[config.mk]
export PLATFORM = sky130hd
export DESIGN_NAME = c_source_number_literal_scanner_unit_flat
export DESIGN_NICKNAME = d
export VERILOG_FILES = /design/src/rtl/core/cnls_pkg.sv /design/src/rtl/core/cnls_if.sv /design/src/rtl/core/c_source_number_literal_scanner_unit.sv /design/src/rtl/core/cnls_front.sv /design/src/rtl/core/cnls_cmd_queue.sv /design/src/rtl/core/cnls_back.sv /design/src/flat_wrapper.sv
export VERILOG_INCLUDE_DIRS = /design/src /design/src/rtl/core
export SDC_FILE = /design/constraint.sdc
export NUM_CORES = 1
export LEC_CHECK = 0
export BUFFER_PORTS_ARGS = -buffer_cell sky130_fd_sc_hd__buf_2
export CAP_MARGIN = 20
export CORE_MARGIN = 4
export CORE_UTILIZATION = 45
export DETAILED_ROUTE_END_ITERATION = 8
export PLACE_DENSITY = 0.64
export SLEW_MARGIN = 20
export SYNTH_ARGS = -nofsm -noshare
export SYNTH_HDL_FRONTEND = slang
export SYNTH_HIERARCHICAL = 1
export SYNTH_SLANG_ARGS = --single-unit
[constraint.sdc]
create_clock -name clock -period 2.5 [get_ports clock]
set_input_delay 0.25 -clock clock [delete_from_list [all_inputs] [get_ports clock]]
set_output_delay 0.25 -clock clock [all_outputs]
set_load 0.005 [all_outputs]
[src/rtl/core/c_source_number_literal_scanner_unit_defines.svh]
// ----------------------------------------------------------------------------
// Assertion macros for the number literal scanner
// Shared property forms; each expects a signal named clock and reset in scope.
// ----------------------------------------------------------------------------
`ifndef C_SOURCE_NUMBER_LITERAL_SCANNER_UNIT_DEFINES_SVH
`define C_SOURCE_NUMBER_LITERAL_SCANNER_UNIT_DEFINES_SVH

// Same-cycle implication, checked outside reset.
`define CNLS_ASSERT_NOW(label, ante, cons, msg) \
   label: assert property (@(posedge clock) disable iff (reset) (ante) |-> (cons)) \
      else $error(msg);

// Next-cycle implication, checked outside reset.
`define CNLS_ASSERT_NEXT(label, ante, cons, msg) \
   label: assert property (@(posedge clock) disable iff (reset) (ante) |=> (cons)) \
      else $error(msg);

`endif

[src/rtl/core/cnls_pkg.sv]
// ----------------------------------------------------------------------------
// Number literal scanner package
// Constants, command and result types shared by the scanner modules.
// ----------------------------------------------------------------------------
package cnls_pkg;

   // Literal buffer depth and derived widths.
   localparam int LIT_MAX = 32;
   localparam int IDX_W   = $clog2(LIT_MAX);
   localparam int LEN_W   = $clog2(LIT_MAX + 1);

   // Command queue depth between front and back.
   localparam int QUEUE_DEPTH = 2;
   localparam int QPTR_W      = $clog2(QUEUE_DEPTH);
   localparam int QCNT_W      = $clog2(QUEUE_DEPTH + 1);

   // Characters the scanner looks for.
   localparam logic [7:0] CH_BACKSLASH = 8'h5C;
   localparam logic [7:0] CH_SLASH     = 8'h2F;
   localparam logic [7:0] CH_SQUOTE    = 8'h27;
   localparam logic [7:0] CH_DQUOTE    = 8'h22;
   localparam logic [7:0] CH_STAR      = 8'h2A;
   localparam logic [7:0] CH_NEWLINE   = 8'h0A;
   localparam logic [7:0] CH_DOT       = 8'h2E;
   localparam logic [7:0] CH_ZERO      = 8'h30;
   localparam logic [7:0] CH_NINE      = 8'h39;

   // Result kinds.
   localparam logic KIND_LITERAL = 1'b0;
   localparam logic KIND_ERROR   = 1'b1;

   // Work handed from the front to the back.
   typedef enum logic [1:0] {
      CMD_WRITE = 2'd0,
      CMD_FLUSH = 2'd1,
      CMD_ERROR = 2'd2
   } cmd_op_type;

   // addr is the buffer slot for a write and the run length for a flush.
   typedef struct packed {
      cmd_op_type       op;
      logic [7:0]       data;
      logic [LEN_W-1:0] addr;
      logic             trunc;
   } cmd_type;

   typedef struct packed {
      logic [7:0] out_byte;
      logic       kind;
      logic       last;
      logic       truncated;
   } rsp_payload_type;

endpackage

[src/rtl/core/cnls_if.sv]
// ----------------------------------------------------------------------------
// Number literal scanner channels
// Valid/ready channels for source text bytes and for result words.
// ----------------------------------------------------------------------------
interface cnls_req_if;
   logic       valid;
   logic       ready;
   logic [7:0] ch;
   logic       restart;

   modport source (output valid, output ch, output restart, input ready);
   modport sink   (input valid, input ch, input restart, output ready);
endinterface

interface cnls_rsp_if;
   logic       valid;
   logic       ready;
   logic [7:0] out_byte;
   logic       kind;
   logic       last;
   logic       truncated;

   modport source (output valid, output out_byte, output kind, output last,
                   output truncated, input ready);
   modport sink   (input valid, input out_byte, input kind, input last,
                   input truncated, output ready);
endinterface

[src/rtl/core/c_source_number_literal_scanner_unit.sv]
// ----------------------------------------------------------------------------
// C source number literal scanner
// With an idle back end and a ready result side, the first word of a run goes through the
// command queue, the flush, a buffer read and an emit into the output register; an error word
// goes through the queue and straight into the output register. Throughput: one source byte
// per cycle while the queue has room; a run is a flush, then a read and an emit per word.
// Reset is synchronous and active high: code mode, empty queue, no pending word, buffer kept.
// ----------------------------------------------------------------------------
module c_source_number_literal_scanner_unit (
   input  logic              clock,
   input  logic              reset,
   cnls_req_if.sink          req_chan,
   cnls_rsp_if.source        rsp_chan
);

   // The front end tracks the scanner mode, the previous byte and the length of
   // the open literal. Every byte it accepts turns into at most one command: a
   // write of the byte into a buffer slot, a flush of a finished literal, or an
   // error report for a byte outside the seven-bit alphabet.
   //
   // The command queue sits between the two halves so that the front end keeps
   // taking text while the back end replays a literal, and the back end keeps
   // draining while the text source pauses. While a run is still being replayed
   // the queue fills after two commands and the front end stops taking text, so
   // new results wait behind whatever replay is left.
   //
   // The back end owns the literal buffer. Because commands arrive in order, the
   // writes of a new literal can never overtake the replay of the previous one.

   cnls_pkg::cmd_type         front_cmd;
   cnls_pkg::cmd_type         head_cmd;
   cnls_pkg::rsp_payload_type rsp_word;
   logic                      cmd_push;
   logic                      cmd_pop;
   logic                      queue_empty;
   logic                      queue_full;

   cnls_front u_front (
      .clock       (clock),
      .reset       (reset),
      .req_valid   (req_chan.valid),
      .req_ready   (req_chan.ready),
      .req_ch      (req_chan.ch),
      .req_restart (req_chan.restart),
      .queue_full  (queue_full),
      .cmd_push    (cmd_push),
      .cmd         (front_cmd)
   );

   cnls_cmd_queue u_queue (
      .clock    (clock),
      .reset    (reset),
      .push     (cmd_push),
      .push_cmd (front_cmd),
      .pop      (cmd_pop),
      .head_cmd (head_cmd),
      .empty    (queue_empty),
      .full     (queue_full)
   );

   cnls_back u_back (
      .clock       (clock),
      .reset       (reset),
      .queue_empty (queue_empty),
      .head_cmd    (head_cmd),
      .pop         (cmd_pop),
      .rsp_valid   (rsp_chan.valid),
      .rsp_ready   (rsp_chan.ready),
      .rsp_word    (rsp_word)
   );

   // The output word is held in the back end's register until it is taken.
   assign rsp_chan.out_byte  = rsp_word.out_byte;
   assign rsp_chan.kind      = rsp_word.kind;
   assign rsp_chan.last      = rsp_word.last;
   assign rsp_chan.truncated = rsp_word.truncated;

endmodule

[src/rtl/core/cnls_front.sv]
// ----------------------------------------------------------------------------
// Number literal scanner front end
// Runs the six-mode scanner on each byte and issues buffer commands.
// ----------------------------------------------------------------------------
module cnls_front (
   input  logic                   clock,
   input  logic                   reset,
   input  logic                   req_valid,
   output logic                   req_ready,
   input  logic [7:0]             req_ch,
   input  logic                   req_restart,
   input  logic                   queue_full,
   output logic                   cmd_push,
   output cnls_pkg::cmd_type      cmd
);

   typedef enum logic [5:0] {
      MODE_CODE   = 6'b000001,
      MODE_STRING = 6'b000010,
      MODE_LINE   = 6'b000100,
      MODE_BLOCK  = 6'b001000,
      MODE_NUMBER = 6'b010000,
      MODE_HALT   = 6'b100000
   } mode_type;

   mode_type                   mode_ff, mode_in, mode_v, mode_n;
   logic [7:0]                 prev_ff, prev_in, prev_v;
   logic [cnls_pkg::LEN_W-1:0] len_ff, len_in, len_v, len_n;
   logic                       ovf_ff, ovf_in, ovf_v, ovf_n;
   logic                       dot_ff, dot_in, dot_v, dot_n;
   logic                       accept;
   logic                       is_digit;
   logic                       quote_open;

   assign req_ready  = !queue_full;
   assign accept     = req_valid && req_ready;
   assign is_digit   = (req_ch >= cnls_pkg::CH_ZERO) && (req_ch <= cnls_pkg::CH_NINE);

   // A restart clears the scanner before the byte is looked at.
   assign mode_v = req_restart ? MODE_CODE : mode_ff;
   assign prev_v = req_restart ? 8'd0 : prev_ff;
   assign len_v  = req_restart ? '0 : len_ff;
   assign ovf_v  = req_restart ? 1'b0 : ovf_ff;
   assign dot_v  = req_restart ? 1'b0 : dot_ff;

   assign quote_open = (req_ch == cnls_pkg::CH_DQUOTE) &&
                       (prev_v != cnls_pkg::CH_BACKSLASH) &&
                       (prev_v != cnls_pkg::CH_SQUOTE);

   always_comb begin
      mode_in  = mode_ff;
      prev_in  = prev_ff;
      len_in   = len_ff;
      ovf_in   = ovf_ff;
      dot_in   = dot_ff;
      mode_n   = mode_v;
      len_n    = len_v;
      ovf_n    = ovf_v;
      dot_n    = dot_v;
      cmd_push = 1'b0;
      cmd      = '0;
      if (accept) begin
         mode_in = mode_v;
         prev_in = prev_v;
         len_in  = len_v;
         ovf_in  = ovf_v;
         dot_in  = dot_v;
         if (mode_v == MODE_HALT) begin
            // Halted: bytes are ignored until the next restart.
         end else if (req_ch[7]) begin
            cmd_push  = 1'b1;
            cmd.op    = cnls_pkg::CMD_ERROR;
            cmd.data  = req_ch;
            mode_in   = MODE_HALT;
            len_in    = '0;
            ovf_in    = 1'b0;
         end else begin
            unique case (mode_v)
               MODE_CODE: begin
                  if (quote_open) begin
                     mode_n = MODE_STRING;
                  end else if (req_ch == cnls_pkg::CH_SLASH &&
                               prev_v == cnls_pkg::CH_SLASH) begin
                     mode_n = MODE_LINE;
                  end else if (req_ch == cnls_pkg::CH_STAR &&
                               prev_v == cnls_pkg::CH_SLASH) begin
                     mode_n = MODE_BLOCK;
                  end else if ((req_ch == cnls_pkg::CH_DOT &&
                                prev_v != cnls_pkg::CH_DOT) || is_digit) begin
                     mode_n = MODE_NUMBER;
                     len_n  = '0;
                     ovf_n  = 1'b0;
                     dot_n  = 1'b0;
                  end
               end
               MODE_STRING: begin
                  if (quote_open) begin
                     mode_n = MODE_CODE;
                  end
               end
               MODE_LINE: begin
                  if (req_ch == cnls_pkg::CH_NEWLINE) begin
                     mode_n = MODE_CODE;
                  end
               end
               MODE_BLOCK: begin
                  if (req_ch == cnls_pkg::CH_SLASH && prev_v == cnls_pkg::CH_STAR) begin
                     mode_n = MODE_CODE;
                  end
               end
               MODE_NUMBER: begin
                  if (!is_digit) begin
                     mode_n = MODE_CODE;
                     // A literal that is only a dot is dropped without a run.
                     if (len_v != '0 && !(len_v == cnls_pkg::LEN_W'(1) && dot_v)) begin
                        cmd_push  = 1'b1;
                        cmd.op    = cnls_pkg::CMD_FLUSH;
                        cmd.addr  = len_v;
                        cmd.trunc = ovf_v;
                     end
                     len_n = '0;
                     ovf_n = 1'b0;
                  end
               end
               MODE_HALT: begin
               end
               default: begin
               end
            endcase
            if (mode_n == MODE_NUMBER) begin
               if (len_n < cnls_pkg::LEN_W'(cnls_pkg::LIT_MAX)) begin
                  cmd_push = 1'b1;
                  cmd.op   = cnls_pkg::CMD_WRITE;
                  cmd.data = req_ch;
                  cmd.addr = len_n;
                  if (len_n == '0) begin
                     dot_n = (req_ch == cnls_pkg::CH_DOT);
                  end
                  len_n = len_n + cnls_pkg::LEN_W'(1);
               end else begin
                  ovf_n = 1'b1;
               end
            end
            mode_in = mode_n;
            len_in  = len_n;
            ovf_in  = ovf_n;
            dot_in  = dot_n;
            prev_in = req_ch;
         end
      end
   end

   always_ff @(posedge clock) begin
      if (reset) begin
         mode_ff <= MODE_CODE;
         prev_ff <= 8'd0;
         len_ff  <= '0;
         ovf_ff  <= 1'b0;
         dot_ff  <= 1'b0;
      end else begin
         mode_ff <= mode_in;
         prev_ff <= prev_in;
         len_ff  <= len_in;
         ovf_ff  <= ovf_in;
         dot_ff  <= dot_in;
      end
   end

endmodule

[src/rtl/core/cnls_cmd_queue.sv]
// ----------------------------------------------------------------------------
// Number literal scanner command queue
// Short FIFO that lets the front and back stall independently.
// ----------------------------------------------------------------------------
module cnls_cmd_queue (
   input  logic                clock,
   input  logic                reset,
   input  logic                push,
   input  cnls_pkg::cmd_type   push_cmd,
   input  logic                pop,
   output cnls_pkg::cmd_type   head_cmd,
   output logic                empty,
   output logic                full
);

   cnls_pkg::cmd_type            slot_ff [cnls_pkg::QUEUE_DEPTH];
   logic [cnls_pkg::QPTR_W-1:0]  wr_ptr_ff, wr_ptr_in;
   logic [cnls_pkg::QPTR_W-1:0]  rd_ptr_ff, rd_ptr_in;
   logic [cnls_pkg::QCNT_W-1:0]  count_ff, count_in;
   logic                         do_push, do_pop;

   localparam logic [cnls_pkg::QPTR_W-1:0] LastSlot =
      cnls_pkg::QPTR_W'(cnls_pkg::QUEUE_DEPTH - 1);

   assign empty    = (count_ff == '0);
   assign full     = (count_ff == cnls_pkg::QCNT_W'(cnls_pkg::QUEUE_DEPTH));
   assign head_cmd = slot_ff[rd_ptr_ff];
   assign do_push  = push && !full;
   assign do_pop   = pop && !empty;

   always_comb begin
      wr_ptr_in = wr_ptr_ff;
      rd_ptr_in = rd_ptr_ff;
      count_in  = count_ff;
      if (do_push) begin
         wr_ptr_in = (wr_ptr_ff == LastSlot) ? '0 : wr_ptr_ff + cnls_pkg::QPTR_W'(1);
      end
      if (do_pop) begin
         rd_ptr_in = (rd_ptr_ff == LastSlot) ? '0 : rd_ptr_ff + cnls_pkg::QPTR_W'(1);
      end
      if (do_push && !do_pop) begin
         count_in = count_ff + cnls_pkg::QCNT_W'(1);
      end else if (do_pop && !do_push) begin
         count_in = count_ff - cnls_pkg::QCNT_W'(1);
      end
   end

   always_ff @(posedge clock) begin
      if (do_push) begin
         slot_ff[wr_ptr_ff] <= push_cmd;
      end
   end

   always_ff @(posedge clock) begin
      if (reset) begin
         wr_ptr_ff <= '0;
         rd_ptr_ff <= '0;
         count_ff  <= '0;
      end else begin
         wr_ptr_ff <= wr_ptr_in;
         rd_ptr_ff <= rd_ptr_in;
         count_ff  <= count_in;
      end
   end

endmodule

[src/rtl/core/cnls_back.sv]
// ----------------------------------------------------------------------------
// Number literal scanner back end
// Owns the literal buffer, replays finished literals and drives results.
// ----------------------------------------------------------------------------
`include "c_source_number_literal_scanner_unit_defines.svh"

module cnls_back (
   input  logic                      clock,
   input  logic                      reset,
   input  logic                      queue_empty,
   input  cnls_pkg::cmd_type         head_cmd,
   output logic                      pop,
   output logic                      rsp_valid,
   input  logic                      rsp_ready,
   output cnls_pkg::rsp_payload_type rsp_word
);

   typedef enum logic [2:0] {
      BK_IDLE = 3'b001,
      BK_READ = 3'b010,
      BK_EMIT = 3'b100
   } back_state_type;

   back_state_type             state_ff, state_in;
   logic [cnls_pkg::IDX_W-1:0] idx_ff, idx_in;
   logic [cnls_pkg::LEN_W-1:0] len_ff, len_in;
   logic                       trunc_ff, trunc_in;
   logic                       out_valid_ff, out_valid_in;
   cnls_pkg::rsp_payload_type  out_ff, out_in;
   logic [7:0]                 lit_mem [cnls_pkg::LIT_MAX];
   logic [7:0]                 rdata_ff;
   logic                       mem_we;
   logic                       out_free;
   logic                       run_last;

   assign out_free  = !out_valid_ff || rsp_ready;
   assign run_last  = (cnls_pkg::LEN_W'(idx_ff) + cnls_pkg::LEN_W'(1)) == len_ff;
   assign rsp_valid = out_valid_ff;
   assign rsp_word  = out_ff;

   always_comb begin
      state_in     = state_ff;
      idx_in       = idx_ff;
      len_in       = len_ff;
      trunc_in     = trunc_ff;
      out_valid_in = out_valid_ff && !rsp_ready;
      out_in       = out_ff;
      mem_we       = 1'b0;
      pop          = 1'b0;
      unique case (state_ff)
         BK_IDLE: begin
            if (!queue_empty) begin
               unique case (head_cmd.op)
                  cnls_pkg::CMD_WRITE: begin
                     mem_we = 1'b1;
                     pop    = 1'b1;
                  end
                  cnls_pkg::CMD_FLUSH: begin
                     len_in   = head_cmd.addr;
                     trunc_in = head_cmd.trunc;
                     idx_in   = '0;
                     state_in = BK_READ;
                     pop      = 1'b1;
                  end
                  cnls_pkg::CMD_ERROR: begin
                     if (out_free) begin
                        out_valid_in     = 1'b1;
                        out_in.out_byte  = head_cmd.data;
                        out_in.kind      = cnls_pkg::KIND_ERROR;
                        out_in.last      = 1'b1;
                        out_in.truncated = 1'b0;
                        pop              = 1'b1;
                     end
                  end
                  default: begin
                     pop = 1'b1;
                  end
               endcase
            end
         end
         BK_READ: begin
            state_in = BK_EMIT;
         end
         BK_EMIT: begin
            if (out_free) begin
               out_valid_in     = 1'b1;
               out_in.out_byte  = rdata_ff;
               out_in.kind      = cnls_pkg::KIND_LITERAL;
               out_in.last      = run_last;
               out_in.truncated = trunc_ff;
               if (run_last) begin
                  state_in = BK_IDLE;
               end else begin
                  idx_in   = idx_ff + cnls_pkg::IDX_W'(1);
                  state_in = BK_READ;
               end
            end
         end
         default: begin
            state_in = BK_IDLE;
         end
      endcase
   end

   // Literal buffer: one write port, one registered read port.
   always_ff @(posedge clock) begin
      if (mem_we) begin
         lit_mem[head_cmd.addr[cnls_pkg::IDX_W-1:0]] <= head_cmd.data;
      end
      rdata_ff <= lit_mem[idx_ff];
   end

   always_ff @(posedge clock) begin
      idx_ff   <= idx_in;
      len_ff   <= len_in;
      trunc_ff <= trunc_in;
      out_ff   <= out_in;
   end

   always_ff @(posedge clock) begin
      if (reset) begin
         state_ff     <= BK_IDLE;
         out_valid_ff <= 1'b0;
      end else begin
         state_ff     <= state_in;
         out_valid_ff <= out_valid_in;
      end
   end

   `CNLS_ASSERT_NOW(a_idx_in_run, state_ff != BK_IDLE, cnls_pkg::LEN_W'(idx_ff) < len_ff, "replay index beyond run length")
   `CNLS_ASSERT_NEXT(a_read_then_emit, state_ff == BK_READ, state_ff == BK_EMIT, "buffer read not followed by emit")
   `CNLS_ASSERT_NEXT(a_run_ends_idle, state_ff == BK_EMIT && out_free && run_last, state_ff == BK_IDLE, "run did not end after last word")
   `CNLS_ASSERT_NOW(a_error_shape, out_valid_ff && out_ff.kind == cnls_pkg::KIND_ERROR, out_ff.last && !out_ff.truncated, "error word must be last and untruncated")

endmodule
[src/flat_wrapper.sv]
// flat-port wrapper written by rule: the top's interface ports become plain ports
module c_source_number_literal_scanner_unit_flat 
  (clock, reset, req_chan_valid, req_chan_ch, req_chan_restart, req_chan_ready, rsp_chan_valid, rsp_chan_out_byte, rsp_chan_kind, rsp_chan_last, rsp_chan_truncated, rsp_chan_ready);
  cnls_req_if req_chan_i ();
  cnls_rsp_if rsp_chan_i ();
  input  logic clock;
  input  logic reset;
  input wire logic [$bits(req_chan_i.valid)-1:0] req_chan_valid;
  input wire logic [$bits(req_chan_i.ch)-1:0] req_chan_ch;
  input wire logic [$bits(req_chan_i.restart)-1:0] req_chan_restart;
  output wire logic [$bits(req_chan_i.ready)-1:0] req_chan_ready;
  output wire logic [$bits(rsp_chan_i.valid)-1:0] rsp_chan_valid;
  output wire logic [$bits(rsp_chan_i.out_byte)-1:0] rsp_chan_out_byte;
  output wire logic [$bits(rsp_chan_i.kind)-1:0] rsp_chan_kind;
  output wire logic [$bits(rsp_chan_i.last)-1:0] rsp_chan_last;
  output wire logic [$bits(rsp_chan_i.truncated)-1:0] rsp_chan_truncated;
  input wire logic [$bits(rsp_chan_i.ready)-1:0] rsp_chan_ready;
  assign req_chan_i.valid = req_chan_valid;
  assign req_chan_i.ch = req_chan_ch;
  assign req_chan_i.restart = req_chan_restart;
  assign req_chan_ready = req_chan_i.ready;
  assign rsp_chan_valid = rsp_chan_i.valid;
  assign rsp_chan_out_byte = rsp_chan_i.out_byte;
  assign rsp_chan_kind = rsp_chan_i.kind;
  assign rsp_chan_last = rsp_chan_i.last;
  assign rsp_chan_truncated = rsp_chan_i.truncated;
  assign rsp_chan_i.ready = rsp_chan_ready;
  c_source_number_literal_scanner_unit u_core (.clock(clock), .reset(reset), .req_chan(req_chan_i), .rsp_chan(rsp_chan_i));
endmodule
* Yosys cells after proc, flatten, opt, wreduce, memory -nomap -nowiden
Memories as Yosys holds them, arrays and structs flattened. A register that Yosys moved wholly into a read port is not among the register bits.
Index checks and enable logic that the tools add are counted.
** Storage, ports and cells
- Register bits after elaboration :: 53
- Memory bits (writable) :: 290
- Output and inout port bits :: 13
- Memories kept :: 2
** Operators by class
- $add $sub $neg :: 7
- Order comparisons :: 3
- Equality and inequality tests :: 31
- Muxes and demuxes :: 110
- Bitwise logic cells :: 1
- Reduce and logical (&&, ||, !) cells :: 34
** Memory list
- u_core.u_back.lit_mem :: depth 32, width 8, read ports 1, clocked after Yosys merged registers in 1, write ports 1, line cnls_back.sv:30 : logic [7:0] lit_mem [cnls_pkg::LIT_MAX];
- u_core.u_queue.slot_ff :: depth 2, width 17, read ports 1, clocked after Yosys merged registers in 1, write ports 1, line cnls_cmd_queue.sv:16 : cnls_pkg::cmd_type slot_ff [cnls_pkg::QUEUE_DEPTH];
** Operators by type and width (count)
- $mux 6 :: 27
- $mux 1 :: 50
- $eq 8x6->1 const B :: 6
- $mux 11 :: 4
- $mux 17 :: 2
- $mux 16 :: 2
- $pmux 6 s5 :: 1
- $mux 7 :: 4
- $mux 8 :: 3
- $pmux 11 s2 :: 1
- $mux 5 :: 4
- $ne 8x6->1 const B :: 2
- $logic_and 1x1->1 :: 15
- $eq 6x1->1 const B :: 2
- $eq 6x5->1 const B :: 2
- $pmux 6 s2 :: 1
- $mux 10 :: 1
- $pmux 5 s2 :: 1
- $reduce_and 5->1 :: 2
- $mux 3 :: 3
- $pmux 3 s3 :: 1
- $eq 8x4->1 const B :: 1
- $ge 8x6->1 const B :: 1
- $le 8x6->1 const B :: 1
- 30 further kinds :: 49

* Longest topological paths before layout
- Depth in word-level cells :: 23
- Mapped depth :: 13
- Depth with buffers taken out :: 12

* Hierarchy
The synthesis kept the hierarchy.
** By module, submodules not included
- cnls_back :: times used 1, cells each 625, area each 11434.7 sq um, seq. area each 8618.3 sq um
- cnls_front :: times used 1, cells each 236, area each 1815.5 sq um, seq. area each 440.4 sq um
- cnls_cmd_queue :: times used 1, cells each 78, area each 1442.6 sq um, seq. area each 1121.1 sq um

* Worst setup path before layout
No wires, ideal clock.
- Kind :: reg-to-reg
- From :: register u_core.u_front.mode_ff[1]
- To :: memory u_core/u_queue/slot_ff[0][0] in the netlist's numbering, enable pin
- Library setup time :: 0.369 ns
- Arrival time :: 2.390 ns
- Required time :: 2.131 ns
- Slack :: -0.259 ns
- Cell stages (with the launch flop) :: 11
- Period minus slack after synthesis :: 2.759 ns
- Path through :: dfxtp_1 > buf_2 > nor3_2 > nand4b_1 > or3_1 > a21oi_2 > nor2_1 > a21oi_1 > inv_1 > or3_1 > inv_1
** Between the ends
- Longest elaborated chain between the ends :: 17
- Elaborated cells between the ends (all ways) :: 34
- Those cells by class :: order compare (1); eq/ne (7); mux (25); reduce/logical (1)
** RTL lines
- start, declared :: line cnls_front.sv:26 : mode_type mode_ff, mode_in, mode_v, mode_n;
- start signal, assigned :: line cnls_front.sv:161 : mode_ff <= mode_in;
- $mux 6 * :: line cnls_front.sv:40 : assign mode_v = req_restart ? MODE_CODE : mode_ff;
- branches (longest 11 deep; another with $lt 6x6->1)
- $mux 1 * :: line cnls_front.sv:68 : if (mode_v == MODE_HALT) begin
- $mux 1 * :: line cnls_front.sv:62 : if (accept) begin
- named net u_core.cmd_push :: line c_source_number_literal_scanner_unit.sv:33 : logic cmd_push;
- $logic_and 1x1->1 * :: line cnls_cmd_queue.sv:28 : assign do_push = push && !full;
- $mux 1 * :: line cnls_cmd_queue.sv:49 : if (do_push) begin
- $mux 1 (implied by the code) * :: line cnls_cmd_queue.sv:50 : slot_ff[wr_ptr_ff] <= push_cmd;
- end, declared :: line cnls_cmd_queue.sv:16
Mark *: on every way through the listed nets, which the timed path passes. The select of a mux whose other input is x is not followed.

* Final worst setup path
- From :: register u_core.u_front.mode_ff[3]
- To :: register u_core/u_queue/count_ff[1] in the netlist's numbering
** Between the ends
- Longest elaborated chain between the ends :: 18
- Elaborated cells between the ends (all ways) :: 37
- Those cells by class :: order compare (1); eq/ne (7); mux (24); reduce/logical (5)
** RTL lines
- $mux 6 * :: line cnls_front.sv:40
- branches (longest 11 deep; another with $lt 6x6->1)
- $mux 1 * :: line cnls_front.sv:68
- $mux 1 * :: line cnls_front.sv:62
- named net u_core.cmd_push :: line c_source_number_literal_scanner_unit.sv:33
- $logic_and 1x1->1 * :: line cnls_cmd_queue.sv:28
- named net u_core.u_queue.do_push :: line cnls_cmd_queue.sv:20 : logic do_push, do_pop;
- $logic_not 1->1 :: line cnls_cmd_queue.sv:43 : end else if (do_pop && !do_push) begin
- $logic_and 1x1->1 :: line cnls_cmd_queue.sv:43
- $reduce_bool 2->1 (no line)
- end signal, assigned :: line cnls_cmd_queue.sv:62 : count_ff <= count_in;
- end, declared :: line cnls_cmd_queue.sv:19 : logic [cnls_pkg::QCNT_W-1:0] count_ff, count_in;
Marks and branches as above.
A chain may end at the register's enable or synchronous reset.

==> metrics.md <==
| Metric | Value |
|---|---|
| Outcome | `finished clean` |
| Multi-input logic area | `4229 sq um` |
| Period utilization | `0.9634` |
| Critical path, cell by cell | `nor3_4, nand4b_1, or3_1, a21oi_2, nor2_2, a21oi_2, inv_2, nor2_1, ha_1, or3_1, a21oi_1` |
| Vias per cell | `5.504` |
| Violation count after the first detailed-route iteration | `480` |
| Simple-gate share of the synthesized area | `0.08371` |
| Core Footprint | `31,880 sq um` |
| Synth Area in XOR/XNOR | `0.008260` |
| Distinct cell type count after synthesis | `88` |
| Largest net degree at the start of global routing | `74` |
| Worst path depth | `11` |
| Seq pwr share | `0.471` |
| Pwr Total | `15,290 uW` |
| Top Layer Used | `met4` |
| Slew Limit Headroom | `0.5199` |
| Row count | `65` |
| Hold Crit Class | `input port to register` |
| WL met2 | `14,660 microns` |
| Final Slew Violations | `0` |
| Top_reg_cell synth | `edfxtp_1` |
| Starting density of the core | `0.4609` |
| Final Core Density | `0.5407` |
| Worst path slowest cell | `or3_1` |
| CTS tree | `done` |
| Flop-to-flop setup slack | `0.09 ns` |
| First-pass GRT wire length | `47,620 microns` |
| Mapped Cells | `939` |
| Worst path required time | `2.94 ns` |
| Pre-antenna DRT Iters | `4` |
| Switching power | `3898 uW` |
| Nets | `1,071` |
| GP Congestion | `0.9008` |
| Dpl hpwl | `19,640 microns` |
| Final setup viols | `0` |
| Largest family of logic cells by synthesized area | `multiplexers` |
| Met3 WL | `1632 microns` |
| Number of port buffers | `25` |
| Die area | `35,610 sq um` |
| Crit Path Category | `register to register` |
| Worst Path Arrival | `2.85 ns` |
| DRC viols | `0` |
| Most common cell after layout, fill and taps aside | `edfxtp_1` |
| Worst setup margin | `0.09148 ns` |
| Grt ovf | `0` |
| Routed via count | `8,355` |
| Max Root-Sink Buffers | `3` |
| Placed Area | `15,930 sq um` |
| Initial antenna violation count | `0` |
| Layout area overhead | `17.33%` |
| Synth Area in Adders | `0.003406` |
| Clk pin slew, worst setup/hold paths | `0.06 ns` |
| DRT Wirelength | `30,240 microns` |
| Yosys warns | `6` |
| Compound-Gate Fraction of Synth Area | `0.07162` |
| Fraction of layout cells with a size suffix above 1 | `0.2530` |
| Multiplexer share of the synthesized area | `0.1179` |
| Root buffer cell | `clkbuf_16` |
| Most frequent cells in the layout | `edfxtp_1, buf_4, mux2i_1` |
| Finished Cell Area | `17,240 sq um` |
| Clk sinks | `352` |
| Die W | `188.7 microns` |
| Die Ht | `188.7 microns` |
| Synth Net Count | `956` |
| Htree depth | `2` |
| Synth Register Bits | `352` |
| Total GRT Usage | `0.1700` |
| Pwr/cell area | `886.9 nW/um^2` |
| CP Launch Type | `register` |
| Flip-flop and latch area | `10,180 sq um` |
| Worst path bufs/invs | `1` |
| Seq/Total Area, Yosys | `0.6928` |
| Clock skew | `0.02593 ns` |
| Ys async rst share | `0` |
| Avg WL per Cell | `19.92 microns` |
| FMAX | `415.2 MHz` |
| R2R cell count | `11` |
| Top Family by Delay on Critical Path | `simple AND/OR/NAND/NOR gates` |
| CP endpoint kind | `register` |
| Metal1 wirelength | `13,330 microns` |
| RSZ-0062 raised after global routing | `true` |
| Antenna-violating nets left | `0` |
| Max-Cap Viols | `0` |
| Final number of hold-violating endpoints | `0` |
| VDD IR max | `0.4920 mV` |
| Hold Crit Depth | `3` |
| Total CTS buffers | `37` |
| Number of enable flip-flop cells after synthesis | `313` |
| Worst path max stage delay | `0.38 ns` |
| Avg Cell Area, Syn | `15.65 sq um` |
| Worst Max-Slew Pin Slew | `0.7202 ns` |
| # fillers | `2,606` |
| Cell-internal power | `11,390 uW` |
| Combinational group share of total power | `0.161` |
| Switching share of power | `0.2550` |
| Vias in the first global route | `8,332` |
| Ant diodes | `0` |
| Worst skew pair latency | `0.53 ns` |
| I/O pin cnt | `26` |
| Clk pwr share | `0.368` |
| Lkg Pwr | `0.005977 uW` |
| CP max FO | `3` |
| Post-Place Setup Slack | `-0.06604 ns` |
| Post-Syn Area | `14,690 sq um` |
| Hold_ws | `0.05678 ns` |
| Final critical-path required period | `2.409 ns` |
[sequential cells by signal (all words and copies together), names as in the netlist, 2 cells and up, named ones only]
register                 count
u_core/u_back/lit_mem      256
u_core/u_queue/slot_ff      34
u_core/u_back/rsp_word      11
u_core/u_back/rdata_ff       8
u_core/u_front/prev_ff       8
u_core/u_back/len_ff         6
u_core/u_front/len_ff        6
u_core/u_front/mode_ff       6
u_core/u_back/idx_ff         5
u_core/u_back/state_ff       3
u_core/u_queue/count_ff      2
[cell families after synthesis]
kind of cell / Yosys count
muxes: 131
AOI/OAI and AO/OA: 143
adders and majority gates: 4
DFF: 352
and+or+nand+nor: 230
buffers and inverters: 66
xor gates and xnor gates: 13
[through the flow]
stage / setup TNS (ns) / cells
after floorplan: -0.2879 / 939
after detailed placement: -1.189 / 1449
after CTS: 0 / 1517
final: 0 / 1518
after global placement: -0.6587 / 1449
after global routing: -1.387 / 1518
[worst register-to-register path: cells and delay by family (launching register included)]
kind,cells,cell delay [ns]
simple gates,6,1.22
compound gates,3,0.47
flops,1,0.33
fa+ha+maj,1,0.25
buf+inv,1,0.06
[power groups by stage]
stage | clock network [uW] | registers (uW) | logic, uW
2_1_floorplan | 0 | 7270 | 1590
3_3_place_gp | 0 | 7310 | 2440
3_5_place_dp | 0 | 7320 | 2470
4_1_cts | 5770 | 7200 | 2480
5_1_grt | 6010 | 7220 | 2680
6_report | 5630 | 7190 | 2460
[layout make-up]
cell class | instances | share of cell area
clock inverter | 19 | 0.01473
sequential | 352 | 0.5907
tap | 435 | 0.03157
multi-input combinational | 521 | 0.2453
inverter | 15 | 0.003484
clock buffer | 49 | 0.05930
timing repair buffer | 127 | 0.05487
[layer usage]
metal	track usage	vias to the layer above
met2	0.2822	209
met3	0.03057	47
li1	-	3911
met4	0.04652	0
met1	0.2335	4188
met5	0	-
[timing repair]
item / in CTS / in global routing
resized for setup: 2 / 6
pin swaps: 0 / 5
setup buffers: 0 / 1
hold buffers: 0 / 0
cloned: 0 / 0
setup endpoints to repair: 1 / 26
[synth_stat cells (all sizes together) (9+ instances only)]
library cell / n / area share
mux4: 32 / 0.049
and2: 17 / 0.0072
edfxtp: 313 / 0.64
nand2: 48 / 0.012
inv: 15 / 0.0038
a21oi: 40 / 0.014
mux2i: 82 / 0.056
nand2b: 11 / 0.0047
dfxtp: 39 / 0.053
clkbuf: 13 / 0.0037
nor2: 72 / 0.018
a22oi: 16 / 0.0082
nor2b: 10 / 0.0044
nor3: 9 / 0.0034
nand3: 12 / 0.0044
o21ai: 11 / 0.0040
mux2: 17 / 0.013
buf: 38 / 0.015
a22o: 16 / 0.0095
[path summary, 6_finish.rpt]
| path | startpoint | end |
|---|---|---|
| worst min register to register | u_core/u_front/ovf_ff | u_core/u_front/ovf_ff |
| worst max register to register | u_core/u_front/mode_ff[3] | u_core/u_queue/count_ff[1] |
| worst max-delay path | u_core/u_front/mode_ff[3] | u_core/u_queue/count_ff[1] |
| worst min-delay path | req_chan_ch[4] | u_core/u_front/prev_ff[4] |
Note: power is estimated with default switching activity, not from simulation.
